==> src/design/slfs_pkg.sv <==
// ----------------------------------------------------------------------------
// slfs_pkg
// Shared types, codes and helpers of the skip list forward search block.
// ----------------------------------------------------------------------------
package slfs_pkg;

    localparam int unsigned DEF_STORE_DEPTH = 32;

    localparam int unsigned WORD_W = 32;

    // item modes
    localparam logic [1:0] MODE_CLEAR = 2'd0;
    localparam logic [1:0] MODE_PUSH  = 2'd1;
    localparam logic [1:0] MODE_QUERY = 2'd2;

    localparam logic signed [WORD_W-1:0] SKIP_MAX  = 32'sh7FFF_FFFF;
    localparam logic signed [WORD_W-1:0] SKIP_INIT = -32'sd1;

    typedef enum logic [1:0] {
        ST_IDLE,
        ST_WALK,
        ST_DRY
    } t_state;

    // one skip entry as held in the store
    typedef struct packed {
        logic [WORD_W-1:0] doc_delta;
        logic [WORD_W-1:0] ttf_delta;
        logic [WORD_W-1:0] offset_delta;
    } t_entry;

    typedef struct packed {
        logic                     found;
        logic [WORD_W-1:0]        doc_id;
        logic [WORD_W-1:0]        prev_doc_id;
        logic [WORD_W-1:0]        prev_offset;
        logic [WORD_W-1:0]        offset_span;
        logic [WORD_W-1:0]        prev_total_freq;
        logic signed [WORD_W-1:0] skipped_count;
    } t_result;

    // saturating step of the skip counter
    function automatic logic signed [WORD_W-1:0] bump_skip(
        input logic signed [WORD_W-1:0] cnt
    );
        logic signed [WORD_W-1:0] res;
        res = cnt;
        if (cnt != SKIP_MAX) begin
            res = cnt + 32'sd1;
        end
        return res;
    endfunction

endpackage

==> src/design/slfs_store.sv <==
// ----------------------------------------------------------------------------
// slfs_store
// Skip entry memory: one write port, one read port, registered read data.
// ----------------------------------------------------------------------------
module slfs_store #(
    parameter int unsigned DEPTH  = slfs_pkg::DEF_STORE_DEPTH,
    parameter int unsigned ADDR_W = $clog2(DEPTH)
) (
    input  logic                i_clk,
    input  logic                i_wr_en,
    input  logic [ADDR_W-1:0]   i_wr_addr,
    input  slfs_pkg::t_entry    i_wr_data,
    input  logic                i_rd_en,
    input  logic [ADDR_W-1:0]   i_rd_addr,
    output slfs_pkg::t_entry    o_rd_data
);

    slfs_pkg::t_entry r_mem [DEPTH];
    slfs_pkg::t_entry r_rd_data;

    always_ff @(posedge i_clk) begin
        if (i_wr_en) begin
            r_mem[i_wr_addr] <= i_wr_data;
        end
    end

    always_ff @(posedge i_clk) begin
        if (i_rd_en) begin
            r_rd_data <= r_mem[i_rd_addr];
        end
    end

    assign o_rd_data = r_rd_data;

endmodule

==> src/design/skip_list_forward_search_top.sv <==
// ----------------------------------------------------------------------------
// skip_list_forward_search_top
// Forward-only skip-to search over a FIFO of delta-coded skip entries.
// ----------------------------------------------------------------------------
// Usage: drive i_mode and the payload ports and raise start; the word is
// taken at a rising edge with start high and busy low. Mode clear resets the
// list state, mode push appends one entry (dropped when the store is full),
// mode query walks entries from the head, summing their deltas until the
// docid sum reaches i_query_doc. Clear and push give no result. A query
// keeps busy high through ST_WALK (and ST_DRY when the store runs dry)
// and shows its result on the o_ ports, marked by o_valid, for exactly
// one cycle right after busy falls; an empty store gives the not-found
// result in the cycle after the accept. The walk reads one entry per cycle
// from the single read port of the store memory. The receiver cannot stall:
// the result register is overwritten by the next query. A synchronous reset
// (i_rst_n low) empties the list and zeroes the sums; the store contents
// are left undefined and are never read before written.
// ----------------------------------------------------------------------------
module skip_list_forward_search_top #(
    parameter int unsigned STORE_DEPTH = slfs_pkg::DEF_STORE_DEPTH
) (
    input  logic                i_clk,
    input  logic                i_rst_n,
    input  logic                start,
    output logic                busy,
    input  logic [1:0]          i_mode,
    input  logic [31:0]         i_doc_delta,
    input  logic [31:0]         i_ttf_delta,
    input  logic [31:0]         i_offset_delta,
    input  logic [31:0]         i_query_doc,
    output logic                o_valid,
    output logic                o_found,
    output logic [31:0]         o_doc_id,
    output logic [31:0]         o_prev_doc_id,
    output logic [31:0]         o_prev_offset,
    output logic [31:0]         o_offset_span,
    output logic [31:0]         o_prev_total_freq,
    output logic signed [31:0]  o_skipped_count
);

    localparam int unsigned ADDR_W = $clog2(STORE_DEPTH);
    localparam int unsigned FILL_W = $clog2(STORE_DEPTH + 1);
    localparam int unsigned SUM_W  = ADDR_W + 1;

    slfs_pkg::t_state           r_state, n_state;
    logic [ADDR_W-1:0]          r_rd_idx, n_rd_idx;
    logic [FILL_W-1:0]          r_fill, n_fill;
    logic [31:0]                r_sum_doc, n_sum_doc;
    logic [31:0]                r_sum_off, n_sum_off;
    logic [31:0]                r_sum_ttf, n_sum_ttf;
    logic signed [31:0]         r_skip, n_skip;
    logic [31:0]                r_query, n_query;
    logic                       r_valid, n_valid;
    slfs_pkg::t_result          r_out, n_out;

    logic                       accept;
    logic                       wr_en;
    logic [ADDR_W-1:0]          wr_addr;
    logic [SUM_W-1:0]           wr_sum;
    slfs_pkg::t_entry           wr_data;
    logic                       rd_en;
    slfs_pkg::t_entry           rd_data;
    logic [ADDR_W-1:0]          rd_idx_inc;
    logic [31:0]                doc_next;

    assign accept = start && (r_state == slfs_pkg::ST_IDLE);
    assign busy   = (r_state != slfs_pkg::ST_IDLE);

    // tail slot = head + occupancy, wrapped once
    assign wr_sum  = SUM_W'(r_rd_idx) + SUM_W'(r_fill);
    assign wr_addr = (wr_sum >= SUM_W'(STORE_DEPTH)) ?
                     ADDR_W'(wr_sum - SUM_W'(STORE_DEPTH)) : ADDR_W'(wr_sum);
    assign wr_en   = accept && (i_mode == slfs_pkg::MODE_PUSH) &&
                     (r_fill < FILL_W'(STORE_DEPTH));
    assign wr_data = '{doc_delta: i_doc_delta, ttf_delta: i_ttf_delta,
                       offset_delta: i_offset_delta};

    assign rd_idx_inc = (r_rd_idx == ADDR_W'(STORE_DEPTH - 1)) ?
                        '0 : r_rd_idx + ADDR_W'(1);
    assign doc_next   = r_sum_doc + rd_data.doc_delta;

    slfs_store #(
        .DEPTH  (STORE_DEPTH),
        .ADDR_W (ADDR_W)
    ) u_store (
        .i_clk     (i_clk),
        .i_wr_en   (wr_en),
        .i_wr_addr (wr_addr),
        .i_wr_data (wr_data),
        .i_rd_en   (rd_en),
        .i_rd_addr (r_rd_idx),
        .o_rd_data (rd_data)
    );

    always_comb begin
        n_state   = r_state;
        n_rd_idx  = r_rd_idx;
        n_fill    = r_fill;
        n_sum_doc = r_sum_doc;
        n_sum_off = r_sum_off;
        n_sum_ttf = r_sum_ttf;
        n_skip    = r_skip;
        n_query   = r_query;
        n_valid   = 1'b0;
        n_out     = r_out;
        rd_en     = 1'b0;

        unique case (r_state)
            slfs_pkg::ST_IDLE: begin
                if (accept) begin
                    unique case (i_mode)
                        slfs_pkg::MODE_CLEAR: begin
                            n_rd_idx  = '0;
                            n_fill    = '0;
                            n_sum_doc = '0;
                            n_sum_off = '0;
                            n_sum_ttf = '0;
                            n_skip    = slfs_pkg::SKIP_INIT;
                        end
                        slfs_pkg::MODE_PUSH: begin
                            if (wr_en) begin
                                n_fill = r_fill + FILL_W'(1);
                            end
                        end
                        slfs_pkg::MODE_QUERY: begin
                            n_query = i_query_doc;
                            n_skip  = slfs_pkg::bump_skip(r_skip);
                            if (r_fill == '0) begin
                                // empty list: report not found at once
                                n_valid = 1'b1;
                                n_out   = '0;
                                n_out.skipped_count = slfs_pkg::bump_skip(r_skip);
                            end else begin
                                rd_en    = 1'b1;
                                n_rd_idx = rd_idx_inc;
                                n_fill   = r_fill - FILL_W'(1);
                                n_state  = slfs_pkg::ST_WALK;
                            end
                        end
                        default: begin
                        end
                    endcase
                end
            end
            slfs_pkg::ST_WALK: begin
                // entry popped last cycle is on rd_data
                n_sum_doc = doc_next;
                n_sum_off = r_sum_off + rd_data.offset_delta;
                n_sum_ttf = r_sum_ttf + rd_data.ttf_delta;
                if (doc_next >= r_query) begin
                    n_valid                   = 1'b1;
                    n_out.found               = 1'b1;
                    n_out.doc_id              = doc_next;
                    n_out.prev_doc_id         = r_sum_doc;
                    n_out.prev_offset         = r_sum_off;
                    n_out.offset_span         = rd_data.offset_delta;
                    n_out.prev_total_freq     = r_sum_ttf;
                    n_out.skipped_count       = r_skip;
                    n_state                   = slfs_pkg::ST_IDLE;
                end else if (r_fill == '0) begin
                    n_state = slfs_pkg::ST_DRY;
                end else begin
                    n_skip   = slfs_pkg::bump_skip(r_skip);
                    rd_en    = 1'b1;
                    n_rd_idx = rd_idx_inc;
                    n_fill   = r_fill - FILL_W'(1);
                end
            end
            slfs_pkg::ST_DRY: begin
                // failing step still counts
                n_skip              = slfs_pkg::bump_skip(r_skip);
                n_valid             = 1'b1;
                n_out               = '0;
                n_out.skipped_count = slfs_pkg::bump_skip(r_skip);
                n_state             = slfs_pkg::ST_IDLE;
            end
            default: begin
                n_state = slfs_pkg::ST_IDLE;
            end
        endcase
    end

    always_ff @(posedge i_clk) begin
        if (!i_rst_n) begin
            r_state   <= slfs_pkg::ST_IDLE;
            r_rd_idx  <= '0;
            r_fill    <= '0;
            r_sum_doc <= '0;
            r_sum_off <= '0;
            r_sum_ttf <= '0;
            r_skip    <= slfs_pkg::SKIP_INIT;
            r_valid   <= 1'b0;
        end else begin
            r_state   <= n_state;
            r_rd_idx  <= n_rd_idx;
            r_fill    <= n_fill;
            r_sum_doc <= n_sum_doc;
            r_sum_off <= n_sum_off;
            r_sum_ttf <= n_sum_ttf;
            r_skip    <= n_skip;
            r_valid   <= n_valid;
        end
    end

    always_ff @(posedge i_clk) begin
        r_query <= n_query;
        r_out   <= n_out;
    end

    assign o_valid           = r_valid;
    assign o_found           = r_out.found;
    assign o_doc_id          = r_out.doc_id;
    assign o_prev_doc_id     = r_out.prev_doc_id;
    assign o_prev_offset     = r_out.prev_offset;
    assign o_offset_span     = r_out.offset_span;
    assign o_prev_total_freq = r_out.prev_total_freq;
    assign o_skipped_count   = r_out.skipped_count;

endmodule
==> config.mk <==
export PLATFORM = sky130hd
export DESIGN_NAME = skip_list_forward_search_top
export DESIGN_NICKNAME = d
export VERILOG_FILES = /design/src/design/slfs_pkg.sv /design/src/design/slfs_store.sv /design/src/design/skip_list_forward_search_top.sv
export SDC_FILE = /design/constraint.sdc
export NUM_CORES = 2
export LEC_CHECK = 0
export ABC_CLOCK_PERIOD_IN_PS = 17800
export BUFFER_PORTS_ARGS = -buffer_cell sky130_fd_sc_hd__buf_2
export CORE_MARGIN = 8
export CORE_UTILIZATION = 50
export DETAILED_ROUTE_END_ITERATION = 7
export PLACE_DENSITY_LB_ADDON = 0.3
export SLEW_MARGIN = 20
export SYNTH_ARGS = -nofsm -noshare
export SYNTH_HDL_FRONTEND = slang
export SYNTH_SLANG_ARGS = --single-unit
==> constraint.sdc <==
create_clock -name i_clk -period 17.8 [get_ports i_clk]
set_input_delay 1.78 -clock i_clk [delete_from_list [all_inputs] [get_ports i_clk]]
set_output_delay 1.78 -clock i_clk [all_outputs]
set_load 0.01 [all_outputs]
==> implementation parameters <==
Parameter                              Value

Detailed routing
  Number of vias after detailed routing ... 68800
  Routed via count divided by cell count ... 6.30
  Detailed-route wire length ... 348000 um
  WL per Instance ... 31.8 um
  Antenna Violating Nets Remaining ... 0
  Initial drt markers ... 8598
  Remaining routing DRC violations ... 0
  First-pass iteration count of the detailed router ... 6

Synthesis
  Share of synthesized flip-flops with an asynchronous set or reset ... 0
  Gate Count Post-Synth ... 6434
  Flip-flop cell with the highest count after synthesis ... sky130_fd_sc_hd__edfxtp_1
  Post-Synthesis Net Count ... 6712
  Synthesized area per cell ... 21.5 um^2
  Proportion of synthesized chip area in sequential cells ... 0.756
  Count of flip-flops with a built-in enable after synthesis ... 3393
  Number of distinct library cell variants in the gate-level netlist after synthesis ... 78
  Number of synthesis warnings ... 0
  Number of storage elements in the synthesis netlist ... 3535
  Netlist area before placement ... 0.139 mm^2

STA
  Max Freq ... 0.137 GHz
  Tmin final ... 7.29 ns
  Setup TNS ... 0 ns
  Number of hold violations in the final report ... 0
  Final Setup Violations ... 0
  Share of the cycle needed by the critical path after routing ... 0.410
  Pins Over Slew Limit ... 0
  Setup WS post-layout ... 10.51 ns
  Setup clock skew after layout ... 0.0736 ns
  Setup repair after global routing missed its margin ... no
  Max transition margin ... 0.139
  Slew at the pin with the worst max-slew slack ... 1.29 ns

Floorplanning
  I/O pin cnt ... 328
  Effective utilization at floorplan ... 0.502
  Standard cell core area ... 0.276 mm^2
  Number of placement rows ... 193
  Horiz. Die Dim ... 542 um
  Die area ... 0.294 mm^2
  Die Span Y ... 542 um

Clock network
  Clock Sinks ... 3535
  CTS Buf Count ... 351
  Cells resized by post-CTS repair ... 0
  Clock transition at path regs ... 0.06 ns
  Number of buffers on the longest clock path ... 4
  Clock root buffer master ... sky130_fd_sc_hd__clkbuf_16
  Hold-fix buffers, CTS ... 0
  Clock insertion delay at the later pin of the skew report ... 0.93 ns
  Number of post-CTS setup repair buffers ... 0
  TritonCTS clock tree ... built
  CTS H-tree depth ... 5

Worst hold path
  Worst min-delay path class ... reg2reg

Placement
  DP Worst Slack ... 10.38 ns
  Input/output buffers ... 327
  Post-placement cell count ... 10300
  Weighted congestion reported at the end of routability-driven placement ... 0.834
  Post-DP HPWL ... 166000 um

Worst setup path
  Data arrival time of the critical path ... 7.80 ns
  Kind of end point of the critical path ... flip-flop
  Biggest fanout along the worst timing path ... 59
  Worst path required time ... 18.31 ns
  Most prevalent standard cell on the critical path ... sky130_fd_sc_hd__a21o_1
  Kind of start point of the critical path ... flip-flop
  Critical setup path kind ... reg2reg
  Library cell contributing the largest single delay on the critical path ... sky130_fd_sc_hd__buf_4
  CP max stage delay ... 0.80 ns
  Cells along the critical path ... ha_1 -> a21o_1 -> a21oi_1 -> o21ai_0 -> and2_1 -> a21oi_1 -> o21ai_0 -> a21o_1 -> a21o_1 -> a211o_1 -> and2_1 -> ha_1 -> a21o_1 -> a21o_1 -> a21oi_1 -> o21ai_0 -> o21a_1 -> nor2_1 -> o21ai_0 -> nor2_1 -> nand2_1 -> a21oi_4 -> buf_4 -> buf_4

GRT
  Via count of the first global-routing pass ... 68500
  Pin count of the biggest net entering global routing ... 149
  Antenna violations before repair ... 48
  Remaining global-route overflow ... 0
  Gr usage total ... 0.231
  First-pass GRT wire length ... 494000 um

Pwr
  Post-layout power ... 0.0171 W
  Leak ... 49.3 nW
  Power per standard cell area ... 109 mW/mm^2
  Peak supply drop ... 0.000104 V

Cells and area
  Filler-free cell count of the finished design ... 10900
  Fraction of final layout cells with drive strength greater than 1 ... 0.286
  Count of filler cells inserted in the layout ... 19800
  Post-layout net count ... 7179
  Area Overhead vs Synth ... 13.0%

Flow run
  Number of max-cap violations ... 0

Status
  Status ... completed
[report_power, final]
| group | switching, W | internal [W] | total, W | leakage (nW) |
|---|---|---|---|---|
| combinational | 0.000379 | 0.000164 | 0.000543 | 12.0 |
| clock | 0.00315 | 0.00419 | 0.00735 | 5.57 |
| sequential | 0.0000369 | 0.00921 | 0.00925 | 31.7 |
| total | 0.00357 | 0.0136 | 0.0171 | 49.3 |
[worst max-delay path: cells and delay by family, from the launching register on]
kind	cells	cell delay (ns)
buffers and inverters	2	1.56
adder cells (fa/ha/maj)	2	0.61
flip-flops	1	0.44
AO/OA/AOI/OAI	15	3.20
AND/OR/NAND/NOR	5	1.01
[registers in the layout, summed over array words and instances (netlist names)]
name               count
o_doc_id              32
o_found                1
o_offset_span         32
o_prev_doc_id         32
o_prev_offset         32
o_prev_total_freq     32
o_skipped_count       32
o_valid                1
r_fill                 6
r_query               32
r_rd_idx               5
r_skip                32
r_state                2
r_sum_doc             32
r_sum_off             32
r_sum_ttf             32
u_store.o_rd_data     96
u_store.r_mem       3072
[final timing paths]
kind,depth (start not counted),to,startpoint,slack (ns)
setup / recovery,24,u_store.o_rd_data[54],u_store.o_rd_data[65],10.51
hold reg to reg,2,r_sum_doc[6],r_sum_doc[6],0.47
setup reg to reg,24,u_store.o_rd_data[54],u_store.o_rd_data[65],10.51
hold / removal,2,r_sum_doc[6],r_sum_doc[6],0.47
[per-layer routing]
layer,share of wire,track usage,vias up,wire [um]
li1,-,-,27800,-
met1,0.40,0.325,37000,139000
met2,0.49,0.377,3456,169000
met3,0.086,0.0405,592,29800
met4,0.029,0.0650,16,10200
met5,0.00030,0,-,106
[Yosys cell counts, types with 57 or more instances]
library cell | n | area share
sky130_fd_sc_hd__inv_1 | 83 | 0.0022
sky130_fd_sc_hd__buf_1 | 57 | 0.0015
sky130_fd_sc_hd__a21oi_1 | 153 | 0.0055
sky130_fd_sc_hd__o21ai_0 | 85 | 0.0031
sky130_fd_sc_hd__clkbuf_1 | 240 | 0.0065
sky130_fd_sc_hd__dfxtp_1 | 142 | 0.021
sky130_fd_sc_hd__edfxtp_1 | 3393 | 0.74
sky130_fd_sc_hd__mux4_2 | 960 | 0.16
sky130_fd_sc_hd__xnor2_1 | 66 | 0.0042
sky130_fd_sc_hd__a21o_1 | 77 | 0.0042
sky130_fd_sc_hd__and2_1 | 161 | 0.0073
sky130_fd_sc_hd__nor2_1 | 176 | 0.0048
sky130_fd_sc_hd__nand2_1 | 165 | 0.0045
sky130_fd_sc_hd__mux2_2 | 97 | 0.0079
sky130_fd_sc_hd__ha_1 | 141 | 0.013
[cell usage in the layout (no fill, tap or decap), drive strengths merged, types with 7 or more instances in the layout]
master | netlist | routed
diode | 0 | 19
clkbuf | 240 | 432
nor3 | 39 | 39
nand2b | 13 | 13
xnor2 | 66 | 66
mux2 | 97 | 97
buf | 64 | 418
a31oi | 9 | 9
bufinv | 0 | 32
ha | 141 | 141
o21bai | 15 | 15
and3 | 23 | 23
nand2 | 166 | 166
mux4 | 960 | 960
nor2b | 11 | 11
a22o | 9 | 9
o21a | 17 | 17
a22oi | 30 | 30
a21oi | 154 | 154
nand3 | 49 | 49
o21ai | 102 | 102
and2 | 161 | 161
or3 | 8 | 8
edfxtp | 3393 | 3393
inv | 83 | 97
xor2 | 49 | 49
nor2 | 176 | 176
and4 | 8 | 8
o31ai | 14 | 14
a21o | 77 | 77
nand4 | 23 | 23
clkinvlp | 0 | 13
a221oi | 7 | 7
clkinv | 0 | 156
dfxtp | 142 | 142
[stage by stage]
stage / instance area (um^2) / util / hold WS [ns]
floorplan: 139000 / - / 0.435
CTS: 157000 / 0.567 / 0.474
detailed placement: 145000 / 0.526 / 0.465
global route: 157000 / 0.567 / 0.493
finish: 157000 / 0.567 / 0.470
global placement: 145000 / 0.526 / 0.448
[cell families after synthesis]
group | count (synthesis) | synth area share
buf+inv | 387 | 0.0106
xor+xnor | 115 | 0.00727
flops | 3535 | 0.756
mux | 1059 | 0.164
simple gates | 695 | 0.0247
fa+ha+maj | 145 | 0.0133
compound gates | 498 | 0.0238
[layout make-up]
cell class,count,area (um^2),area share
Timing Repair Buffer,418,2760,0.0176
Clock inverter,215,2140,0.0137
Multi-Input combinational cell,2512,32600,0.208
Tap cell,3705,4640,0.0296
Clock buffer,432,9270,0.0592
Sequential cell,3535,105000,0.669
Inverter,83,313,0.00200
Antenna cell,19,47.5,0.000304
Power figures use the tool's default switching activity.
